File: config.mk
export PLATFORM = sky130hd
export DESIGN_NAME = circular_deque_engine
export DESIGN_NICKNAME = d
export VERILOG_FILES = /design/src/rtl/core/cde_pkg.sv /design/src/rtl/core/circular_deque_engine.sv
export SDC_FILE = /design/constraint.sdc
export NUM_CORES = 2
export LEC_CHECK = 0
export BUFFER_PORTS_ARGS = -buffer_cell sky130_fd_sc_hd__buf_4
export CORE_MARGIN = 10
export CORE_UTILIZATION = 26
export CTS_BUF_LIST = sky130_fd_sc_hd__clkbuf_8
export CTS_CLUSTER_DIAMETER = 120
export DETAILED_ROUTE_END_ITERATION = 8
export PLACE_DENSITY = 0.45
export SLEW_MARGIN = 20
export SYNTH_ARGS = -nofsm -noshare
export SYNTH_HDL_FRONTEND = slang
export SYNTH_SLANG_ARGS = --single-unit
File: constraint.sdc
create_clock -name clock -period 8.1 [get_ports clock]
set_clock_uncertainty 0.1 [all_clocks]
set_input_delay 0 -clock clock [delete_from_list [all_inputs] [get_ports clock]]
set_output_delay 0 -clock clock [all_outputs]
set_load 0.02 [all_outputs]
File: src/rtl/core/cde_pkg.sv
// Shared types and command codes for the circular deque engine.
package cde_pkg;

   // Command codes carried on req_command
   localparam logic [2:0] CMD_INS_FRONT = 3'd0;
   localparam logic [2:0] CMD_INS_REAR  = 3'd1;
   localparam logic [2:0] CMD_DEL_FRONT = 3'd2;
   localparam logic [2:0] CMD_DEL_REAR  = 3'd3;
   localparam logic [2:0] CMD_QUERY     = 3'd4;

   // Width of the size register
   localparam int unsigned SIZE_BITS = 6;
   localparam logic [SIZE_BITS-1:0] SIZE_RESET = 6'd63;

   typedef enum logic [0:0] {
      CDE_IDLE,
      CDE_FETCH
   } cde_state_type;

endpackage

File: src/rtl/core/circular_deque_engine.sv
// Circular deque engine: bounded double-ended queue held in a ring of slots.
// Result strobe in the cycle after the start transfer; a delete that leaves entries
//   waits for the fetch state, as the new end value is the registered memory read.
// Throughput: one command per cycle when not busy; busy is high in the fetch state.
// Reset (synchronous): deque empty, size 63, no result pending; slots not cleared.
// The receiver cannot stall: each result is shown for one cycle only.
module circular_deque_engine #(
   parameter int unsigned SLOTS      = 64,
   parameter int unsigned VALUE_BITS = 32
) (
   input  logic                             clock,
   input  logic                             reset,
   // command transfer
   input  logic                             start,
   output logic                             busy,
   input  logic [2:0]                       req_command,
   input  logic signed [VALUE_BITS-1:0]     req_value,
   // result transfer
   output logic                             rsp_valid,
   output logic                             rsp_ok,
   output logic signed [VALUE_BITS-1:0]     rsp_front_value,
   output logic signed [VALUE_BITS-1:0]     rsp_rear_value,
   output logic                             rsp_is_empty,
   output logic                             rsp_is_full,
   // size register
   input  logic                             csr_we,
   input  logic [cde_pkg::SIZE_BITS-1:0]    csr_wdata
);

   // Index width covers the store; ring length must also hold size + 1
   localparam int unsigned IDX_W = (SLOTS > 1) ? $clog2(SLOTS) : 1;
   localparam int unsigned LEN_W = (IDX_W + 1 > cde_pkg::SIZE_BITS + 1) ?
                                   IDX_W + 1 : cde_pkg::SIZE_BITS + 1;

   // ---------------------------------------------------------------------
   // State
   // ---------------------------------------------------------------------
   cde_pkg::cde_state_type        state_ff, state_in;
   logic [cde_pkg::SIZE_BITS-1:0] size_ff;
   logic [IDX_W-1:0]              head_ff, head_in;
   logic [IDX_W-1:0]              tail_ff, tail_in;

   // Cached end values: slots at head and at tail - 1; one stale in the fetch state
   logic [VALUE_BITS-1:0]         front_ff, front_in;
   logic [VALUE_BITS-1:0]         rear_ff, rear_in;

   // Result flags and strobe
   logic                          rsp_valid_ff, rsp_valid_in;
   logic                          rsp_ok_ff;
   logic                          rsp_empty_ff;
   logic                          rsp_full_ff;

   // Which end the pending read refills
   logic                          fetch_rear_ff, fetch_rear_in;

   // Slot memory, one write and one registered read port
   logic [VALUE_BITS-1:0]         slot_mem [SLOTS];
   logic [VALUE_BITS-1:0]         mem_rd_ff;
   logic                          mem_we;
   logic [IDX_W-1:0]              mem_waddr;
   logic [IDX_W-1:0]              mem_raddr;

   logic                          accept;
   logic                          cmd_ok;
   logic                          need_fetch;
   logic                          empty_cur, full_cur;
   logic                          empty_new, full_new;
   logic [LEN_W-1:0]              ring_len;
   logic [LEN_W-1:0]              len_raw;

   // ---------------------------------------------------------------------
   // Ring arithmetic
   // ---------------------------------------------------------------------
   function automatic logic [IDX_W-1:0] step_up(input logic [IDX_W-1:0] idx,
                                                input logic [LEN_W-1:0] len);
      logic [LEN_W-1:0] nxt;
      nxt = LEN_W'(idx) + LEN_W'(1);
      return (nxt >= len) ? '0 : nxt[IDX_W-1:0];
   endfunction

   function automatic logic [IDX_W-1:0] step_down(input logic [IDX_W-1:0] idx,
                                                  input logic [LEN_W-1:0] len);
      logic [LEN_W-1:0] last;
      last = len - LEN_W'(1);
      return (idx == '0) ? last[IDX_W-1:0] : idx - IDX_W'(1);
   endfunction

   // Ring has size + 1 slots, clamped to the store depth
   assign len_raw  = LEN_W'(size_ff) + LEN_W'(1);
   assign ring_len = (len_raw > LEN_W'(SLOTS)) ? LEN_W'(SLOTS) : len_raw;

   assign accept    = start && !busy;
   assign empty_cur = (head_ff == tail_ff);
   assign full_cur  = (step_up(tail_ff, ring_len) == head_ff);

   // ---------------------------------------------------------------------
   // Command decode: pointer moves, memory access, cache update
   // ---------------------------------------------------------------------
   always_comb begin
      head_in       = head_ff;
      tail_in       = tail_ff;
      front_in      = front_ff;
      rear_in       = rear_ff;
      cmd_ok        = 1'b0;
      mem_we        = 1'b0;
      mem_waddr     = tail_ff;
      mem_raddr     = head_ff;
      fetch_rear_in = fetch_rear_ff;
      need_fetch    = 1'b0;

      if (accept) begin
         unique case (req_command)
            cde_pkg::CMD_INS_FRONT: begin
               if (!full_cur) begin
                  head_in   = step_down(head_ff, ring_len);
                  mem_we    = 1'b1;
                  mem_waddr = head_in;
                  front_in  = req_value;
                  if (empty_cur) begin
                     rear_in = req_value;
                  end
                  cmd_ok = 1'b1;
               end
            end
            cde_pkg::CMD_INS_REAR: begin
               if (!full_cur) begin
                  tail_in   = step_up(tail_ff, ring_len);
                  mem_we    = 1'b1;
                  mem_waddr = tail_ff;
                  rear_in   = req_value;
                  if (empty_cur) begin
                     front_in = req_value;
                  end
                  cmd_ok = 1'b1;
               end
            end
            cde_pkg::CMD_DEL_FRONT: begin
               if (!empty_cur) begin
                  head_in       = step_up(head_ff, ring_len);
                  mem_raddr     = head_in;
                  fetch_rear_in = 1'b0;
                  cmd_ok        = 1'b1;
               end
            end
            cde_pkg::CMD_DEL_REAR: begin
               if (!empty_cur) begin
                  tail_in       = step_down(tail_ff, ring_len);
                  mem_raddr     = step_down(tail_in, ring_len);
                  fetch_rear_in = 1'b1;
                  cmd_ok        = 1'b1;
               end
            end
            cde_pkg::CMD_QUERY: begin
               cmd_ok = 1'b1;
            end
            default: begin
               // unassigned code: state kept, refused
            end
         endcase
      end

      // A delete that leaves entries needs the new end slot from memory
      if (accept && cmd_ok && (head_in != tail_in) &&
          ((req_command == cde_pkg::CMD_DEL_FRONT) ||
           (req_command == cde_pkg::CMD_DEL_REAR))) begin
         need_fetch = 1'b1;
      end

      // Refill the cache from the registered read in the fetch cycle
      if (state_ff == cde_pkg::CDE_FETCH) begin
         if (fetch_rear_ff) begin
            rear_in = mem_rd_ff;
         end else begin
            front_in = mem_rd_ff;
         end
      end
   end

   assign empty_new = (head_in == tail_in);
   assign full_new  = (step_up(tail_in, ring_len) == head_in);

   // ---------------------------------------------------------------------
   // Sequencer: next state
   // ---------------------------------------------------------------------
   always_comb begin
      state_in = state_ff;
      unique case (state_ff)
         cde_pkg::CDE_IDLE: begin
            if (need_fetch) begin
               state_in = cde_pkg::CDE_FETCH;
            end
         end
         cde_pkg::CDE_FETCH: begin
            state_in = cde_pkg::CDE_IDLE;
         end
         default: begin
            state_in = cde_pkg::CDE_IDLE;
         end
      endcase
   end

   // Sequencer: outputs
   always_comb begin
      busy         = 1'b0;
      rsp_valid_in = 1'b0;
      unique case (state_ff)
         cde_pkg::CDE_IDLE: begin
            rsp_valid_in = start && !need_fetch;
         end
         cde_pkg::CDE_FETCH: begin
            busy         = 1'b1;
            rsp_valid_in = 1'b1;
         end
         default: begin
            busy = 1'b0;
         end
      endcase
   end

   // ---------------------------------------------------------------------
   // Registers
   // ---------------------------------------------------------------------
   always_ff @(posedge clock) begin
      if (reset) begin
         state_ff     <= cde_pkg::CDE_IDLE;
         size_ff      <= cde_pkg::SIZE_RESET;
         head_ff      <= '0;
         tail_ff      <= '0;
         rsp_valid_ff <= 1'b0;
      end else begin
         state_ff     <= state_in;
         rsp_valid_ff <= rsp_valid_in;
         if (csr_we) begin
            // size write always empties the deque
            size_ff <= csr_wdata;
            head_ff <= '0;
            tail_ff <= '0;
         end else begin
            head_ff <= head_in;
            tail_ff <= tail_in;
         end
      end
   end

   // Payload registers, no reset
   always_ff @(posedge clock) begin
      front_ff      <= front_in;
      rear_ff       <= rear_in;
      fetch_rear_ff <= fetch_rear_in;
      if (accept) begin
         rsp_ok_ff    <= cmd_ok;
         rsp_empty_ff <= empty_new;
         rsp_full_ff  <= full_new;
      end
   end

   // Slot memory: written only on an accepted insert, never in the fetch cycle
   always_ff @(posedge clock) begin
      if (mem_we) begin
         slot_mem[mem_waddr] <= req_value;
      end
      mem_rd_ff <= slot_mem[mem_raddr];
   end

   // ---------------------------------------------------------------------
   // Result ports: empty deque reads as all ones at both ends
   // ---------------------------------------------------------------------
   assign rsp_valid       = rsp_valid_ff;
   assign rsp_ok          = rsp_ok_ff;
   assign rsp_is_empty    = rsp_empty_ff;
   assign rsp_is_full     = rsp_full_ff;
   assign rsp_front_value = rsp_empty_ff ? '1 : front_ff;
   assign rsp_rear_value  = rsp_empty_ff ? '1 : rear_ff;

   // ---------------------------------------------------------------------
   // Assertions
   // ---------------------------------------------------------------------
   // The fetch cycle only ever follows an accepted delete
   a_fetch_after_accept : assert property (@(posedge clock) disable iff (reset)
      (state_ff == cde_pkg::CDE_FETCH) |-> $past(accept))
      else $error("fetch cycle without a preceding delete transfer");

   // Pointers never leave the ring
   a_ptr_in_ring : assert property (@(posedge clock) disable iff (reset)
      (LEN_W'(head_ff) < ring_len) && (LEN_W'(tail_ff) < ring_len))
      else $error("deque pointer outside ring");

   // A reported empty deque matches the pointers while the result is shown
   a_empty_matches : assert property (@(posedge clock) disable iff (reset)
      (rsp_valid_ff && rsp_empty_ff) |-> (head_ff == tail_ff))
      else $error("empty flag disagrees with pointers");

endmodule
# ---- Word level (Yosys, flattened, before mapping)
# Memory sizes are Yosys's and may differ from the RTL's. A register that Yosys moved wholly into a read port is not among the register bits.
# Index checks and enable logic that the tools add are counted.
# Widths: inputs -> output; s select.
dict set report totals {
  latch_bits 0
  wordCells 106
  mem_count 1
  in_bits 45
  mem_bits_rw 2048
  regBits 88
  rom_bits 0
}
dict set report op_classes {
  n_bitwise 1
  div 0
  addsub 8
  n_eq_ne 11
  n_reduce_logical 17
  magnitude_cmp 4
  n_mux 53
  n_mul 0
  shifts 0
}
# name words width read_ports rd_clocked_by_memory_dff write_ports line_no
set mem_list {}
lappend mem_list {slot_mem 64 32 1 1 1 circular_deque_engine.sv:57} ;# logic [VALUE_BITS-1:0] slot_mem [SLOTS];
# op n
set ops {}
lappend ops {{$mux 32} 14}
lappend ops {{$pmux 32 s2} 2}
lappend ops {{$mux 6} 17}
lappend ops {{$pmux 6 s2} 3}
lappend ops {{$add 6x1->7 const B} 4}
lappend ops {{$eq 6x6->1} 4}
lappend ops {{$sub 6x1->6 const B} 4}
lappend ops {{$ge 7x7->1} 3}
lappend ops {{$logic_not 6->1} 3}
lappend ops {{$mux 1} 12}
lappend ops {{$gt 7x7->1 const B} 1}
lappend ops {{$mux 7} 1}
lappend ops {{$eq 3x2->1 const B} 2}
lappend ops {{$ne 6x6->1} 1}
lappend ops {{$pmux 1 s2} 3}
lappend ops {{$reduce_or 2->1} 3}
lappend ops {{$logic_and 1x1->1} 5}
lappend ops {{$ne 2x2->1 const B} 2}
lappend ops {{$reduce_and 4->1} 1}
lappend ops {{$eq 3x1->1 const B} 1}
lappend ops {{$eq 3x3->1 const B} 1}
lappend ops {{$logic_not 3->1} 1}
lappend ops {{$pmux 1 s3} 1}
lappend ops {{$logic_not 1->1} 2}
lappend ops {{3 further kinds} 3}

# ---- Depth between registers and ports, before layout
dict set report depth {
  word_depth 16
  ltp_mapped 28
  ltp_nobuf 26
}

# ---- Worst setup path before layout
# OpenSTA, ideal clock, no wires.
dict set report synth_path {
  path_type {register to register}
  startpoint {register tail_ff[0]}
  endpoint {register rsp_full_ff (netlist: rsp_is_full) (data pin)}
  arrival_ps 5499
  slack_ps 2245
  t_required_ps 7744
  synth_period_minus_slack_ps 5855
  stages_incl_launch_ff 28
  n_path_buf 2
  setup_time_ps 256
  cell_sequence {dfxtp_1 ha_1 clkbuf_1 nand3_1 xnor2_1 ha_1 a21o_1 a211oi_1 o21ai_0 a211oi_1 o32a_1 and2_1 buf_2 a21oi_1 o21ai_1 ha_1 ha_1 a21o_1 a21o_1 a21oi_1 nor2b_1 o21ai_0 nand2b_1 a21oi_1 nor3_1 a41o_1 a211oi_1 and4b_1}
}
dict set report synth_via {
  elab_chain_cells 11
}
# item line_no
set synth_lines {}
lappend synth_lines {{start, declared} circular_deque_engine.sv:41} ;# logic [IDX_W-1:0] tail_ff, tail_in;
lappend synth_lines {{start signal, assigned} circular_deque_engine.sv:240} ;# tail_ff <= tail_in;
lappend synth_lines {{$add 6x1->7} circular_deque_engine.sv:77} ;# nxt = LEN_W'(idx) + LEN_W'(1);
lappend synth_lines {{$ge 7x7->1} circular_deque_engine.sv:78} ;# return (nxt >= len) ? '0 : nxt[IDX_W-1:0];
lappend synth_lines {{$mux 6} circular_deque_engine.sv:78}
lappend synth_lines {{$eq 6x6->1} circular_deque_engine.sv:94} ;# assign full_cur = (step_up(tail_ff, ring_len) == head_ff);
lappend synth_lines {{$mux 6} circular_deque_engine.sv:126} ;# if (!full_cur) begin
lappend synth_lines {{$pmux 6 s2} circular_deque_engine.sv:112} ;# unique case (req_command)
lappend synth_lines {{$mux 6 *} circular_deque_engine.sv:111} ;# if (accept) begin
lappend synth_lines {{net tail_in[0]} circular_deque_engine.sv:41}
lappend synth_lines {{$add 6x1->7 *} circular_deque_engine.sv:77}
lappend synth_lines {{$ge 7x7->1} circular_deque_engine.sv:78}
lappend synth_lines {{$mux 6 *} circular_deque_engine.sv:78}
lappend synth_lines {{$eq 6x6->1 *} circular_deque_engine.sv:180} ;# assign full_new = (step_up(tail_in, ring_len) == head_in);
lappend synth_lines {{net full_new} circular_deque_engine.sv:67} ;# logic empty_new, full_new;
lappend synth_lines {{end signal, assigned} circular_deque_engine.sv:253} ;# rsp_full_ff <= full_new;
lappend synth_lines {{end, declared} circular_deque_engine.sv:51} ;# logic rsp_full_ff;
# The timed path passes the listed nets; every way through them passes the cells marked *.
# A chain may end at the register's enable or synchronous reset.

# ---- Final worst setup path
dict set report layout_path {
  startpoint {register size_ff[1] (netlist bit)}
  endpoint {register rsp_valid_ff (netlist: rsp_valid)}
}
dict set report layout_via {
  elab_chain_cells 16
}
# item line_no
set layout_lines {}
lappend layout_lines {{start, declared} circular_deque_engine.sv:39} ;# logic [cde_pkg::SIZE_BITS-1:0] size_ff;
lappend layout_lines {{start signal, assigned} circular_deque_engine.sv:226} ;# size_ff <= cde_pkg::SIZE_RESET;
lappend layout_lines {{start signal, assigned} circular_deque_engine.sv:235} ;# size_ff <= csr_wdata;
lappend layout_lines {{$add 6x1->7 *} circular_deque_engine.sv:89} ;# assign len_raw = LEN_W'(size_ff) + LEN_W'(1);
lappend layout_lines {{$gt 7x7->1} circular_deque_engine.sv:90} ;# assign ring_len = (len_raw > LEN_W'(SLOTS)) ? LEN_W'(SLOTS) : len_raw;
lappend layout_lines {{$mux 7 *} circular_deque_engine.sv:90}
lappend layout_lines {{$ge 7x7->1} circular_deque_engine.sv:78}
lappend layout_lines {{$mux 6} circular_deque_engine.sv:78}
lappend layout_lines {{$eq 6x6->1} circular_deque_engine.sv:94}
lappend layout_lines {{$mux 6 (tied with other cells)} circular_deque_engine.sv:114} ;# if (!full_cur) begin
lappend layout_lines {{$pmux 6 s2 / $pmux 1 s3 (equally long branches)} circular_deque_engine.sv:112}
lappend layout_lines {{$mux 6 / $mux 1 (equally long branches)} circular_deque_engine.sv:111}
lappend layout_lines {{$ne 6x6->1 / $logic_and 1x1->1 (equally long branches)} circular_deque_engine.sv:163} ;# if (accept && cmd_ok && (head_in != tail_in) &&
lappend layout_lines {{$logic_and 1x1->1 * (2 in series)} circular_deque_engine.sv:163}
lappend layout_lines {{$mux 1 *} circular_deque_engine.sv:163}
lappend layout_lines {{$logic_not 1->1 *} circular_deque_engine.sv:208} ;# rsp_valid_in = start && !need_fetch;
lappend layout_lines {{$logic_and 1x1->1 *} circular_deque_engine.sv:208}
lappend layout_lines {{$pmux 1 s2 *} circular_deque_engine.sv:206} ;# unique case (state_ff)
lappend layout_lines {{end signal, assigned} circular_deque_engine.sv:232} ;# rsp_valid_ff <= rsp_valid_in;
lappend layout_lines {{end, declared} circular_deque_engine.sv:48} ;# logic rsp_valid_ff, rsp_valid_in;
# Every way passes the cells marked *; elsewhere a longest branch is shown, timed or not.

==> flow_summary_export.csv <==
group,metric,value,unit
clocking,cts_sinks,2168,
timing,relSlewSlack,0.133,
grt,gr-usage-all-layers,0.169,
grt,grt_pass1_wl,451000,µm
synth,netlist_instances,6754,
setup_path,critPathKind,"reg -> reg",
timing,setup_viol,0,
cells_and_area,multi_input_area,0.0234,mm²
synth,synth.avg_cell_area,13.1,µm²
synth,synth_area_leaders,"edfxtp_1 69%, nand2_1 6.4%, mux2i_1 3.4%",
setup_path,crit_arrival,8.12,ns
clocking,clk_pin_slew,0.07,ns
flow_run,drv_cap,0,
drt,vias_per_cell,4.98,
clocking,clkLatencyLatePin,1.03,ns
cells_and_area,regArea,0.0639,mm²
outcome,status,"complete, but fails checks",
setup_path,crit_start,"size_ff[1]$_SDFFE_PP1P_",
hold_path,hold_class,"in -> reg",
drt,post_drt_wl_per_cell,26.8,µm
clocking,h-tree-depth,5,
cells_and_area,fillCellCount,34080,
drt,first_iter_violations,6557,
grt,grt_pass1_vias,57727,
clocking,cts_tree,"built",
grt,overflow,0,
die,start_util,0.261,
timing,hold_viol,0,
timing,min_period,7.31,ns
outcome,violations,"DRC",
synth,synth_edf_count,2052,
die,rows,214,
clocking,post-cts-setup-buffers,0,
timing,drv_slew,0,
timing,max_freq,137,MHz
synth,syn_nets,6831,
clocking,cts_buffers,382,
drt,ant_nets,0,
synth,synth-seq-cells,2168,
clocking,cts_buffer_depth,4,
clocking,hold_buffers,108,
cells_and_area,synthToLayoutAreaGrowth,18.2,%
drt,routed_wl,323000,µm
drt,route.detailed.drc,2,
clocking,root_buffer,"clkbuf_8",
power,power,23.9,mW
synth,synthFlopType,"edfxtp_1",
setup_path,cp-start-kind,"flop",
drt,vias,59946,
cells_and_area,drive_gt1_frac,0.142,
timing,setup_tns,0,ns
grt,antenna_found_initial,22,
synth,netlist.area_leader.share,0.694,
synth,synth_common_cells,"2052 x edfxtp_1, 1502 x nand2_1, 598 x nand3_1",
placement,numPortBuffers,113,
timing,fin_crit_sh,0.903,
power,peakVddDrop,0.134,mV
setup_path,worstSetupEndpointType,"flop",
synth,synth.cell_area,0.0888,mm²
power,powerDensity,227,mW/mm²
die,die_h,604,µm
synth,ys_warn_count,0,
power,power.leakage,35.3,nW
placement,dp_hpwl,196000,µm
setup_path,rr_startpoint,"size_ff[1]$_SDFFE_PP1P_",
die,core,0.340,mm²
synth,async_reset_ff_frac,0,
cells_and_area,finalNetCount,7267,
setup_path,cp.required,8.91,ns
setup_path,path_max_fanout,42,
die,die_area,0.365,mm²
hold_path,hold_path_startpoint,"req_value[9]",
synth,seq_area_frac_synth,0.720,
synth,synth_largest_area_cell,"edfxtp_1",
timing,rsz0062_at_grt,"false",
synth,synth.most_common_cell,"edfxtp_1",
clocking,cts_resized,0,
placement,place.gp.congestion,0.850,
grt,grt_max_degree,172,
timing,tightest_slew,1.30,ns
synth,yosysUniqueCellTypes,96,
die,pin_count,114,
drt,first_pass_iters,9,
die,fp.dieW,604,µm
## stage by stage
stage | area [µm²] | std cells | worst slack, ns | hold slack (ns) | util
floorplan | 88800 | 6754 | 2.24 | -0.0207 | -
detailed placement | 96700 | 11234 | 0.970 | 0.0880 | 0.285
global route | 105000 | 12043 | 0.406 | 0.0381 | 0.309
finish | 105000 | 12045 | 0.789 | 0.0441 | 0.309
global placement | 96700 | 11233 | 0.821 | 0.0855 | 0.284
CTS | 105000 | 12038 | 0.903 | 0.00171 | 0.309
## cell type report
class | count | share of cell area
flip-flops and latches | 2168 | 0.609
multi-input cells | 4117 | 0.223
well taps | 4536 | 0.0541
clock buffers | 407 | 0.0534
repair buffers | 495 | 0.0448
clock inverters | 289 | 0.0139
inverters | 26 | 0.000930
diodes | 7 | 0.000167
## placed cells by master (no fill, tap or decap), drive strengths merged, types with 8 or more instances in the layout
cell type | netlist | layout
a32oi | 84 | 84
a211oi | 30 | 30
nor3 | 72 | 72
clkinvlp | 0 | 8
o21ai | 182 | 182
dlygate4sd3 | 0 | 102
nor4 | 21 | 21
and3 | 12 | 12
dfxtp | 116 | 116
and2 | 20 | 20
clkinv | 0 | 141
nand3 | 599 | 599
a31oi | 65 | 65
a21o | 12 | 12
nand4 | 112 | 112
a21oi | 299 | 299
a22oi | 169 | 169
edfxtp | 2052 | 2052
nor2b | 11 | 11
nand2 | 1503 | 1503
a211o | 32 | 32
o211ai | 31 | 31
buf | 255 | 393
clkbuf | 188 | 407
inv | 26 | 159
nand2b | 10 | 10
xor2 | 23 | 23
nor2 | 202 | 202
xnor2 | 17 | 17
mux2i | 304 | 304
a221oi | 55 | 55
o22ai | 33 | 33
ha | 32 | 32
or2 | 72 | 72
## registers in the layout, summed over array words and instances, names as in the netlist, 6 cells and up
register   flops
size_ff        6
slot_mem    2048
head_ff        6
rear_ff       32
front_ff      32
tail_ff        6
mem_rd_ff     32
## metal layers
metal | GRT usage | up-vias | part of all wire
met5 | 0 | - | 0.000059
met4 | 0.0408 | 2 | 0.025
met3 | 0.0288 | 428 | 0.069
met2 | 0.270 | 2362 | 0.46
met1 | 0.239 | 30818 | 0.45
li1 | - | 26336 | -
## critical path: stages, from the launching register on
cell	delay [ns]
dfxtp_1	0.55
ha_1	0.43
nand3_1	0.14
xor2_1	0.62
ha_1	0.37
a21o_1	0.17
a211oi_1	0.26
o21ai_0	0.24
and3b_1	0.25
o32a_1	0.40
and2_2	0.28
buf_4	0.32
a21o_1	0.30
dlygate4sd3_1	0.62
a211oi_1	0.78
xnor2_1	0.26
nor4_2	0.39
o221a_1	0.23
dlygate4sd3_1	0.55
## where the power goes
group	internal (mW)	switching [mW]	total, mW	leakage (nW)
Sequential	12.4	0.201	12.6	19.4
Combinational	0.541	1.18	1.72	11.8
Clock	4.87	4.68	9.55	4.08
Total	17.8	6.06	23.9	35.3
## path summary, 6_finish.rpt
kind	endpoint	slack [ns]	cells after the start
max reg2reg	rsp_valid$_SDFF_PP0_	0.79	18
max	rsp_valid$_SDFF_PP0_	0.79	18
min reg2reg	front_ff[31]$_DFF_P_	0.39	2
min	slot_mem[39][9]$_DFFE_PP_	0.04	2
## cell families after synthesis
kind of cell | after synthesis | synth area share
AOI/OAI and AO/OA | 1068 | 0.0799
xor gates and xnor gates | 41 | 0.00420
adders and majority gates | 32 | 0.00451
buffers and inverters | 469 | 0.0233
DFF | 2168 | 0.720
muxes | 316 | 0.0367
and+or+nand+nor | 2660 | 0.131
No activity file was read; power rests on OpenSTA's default activity.
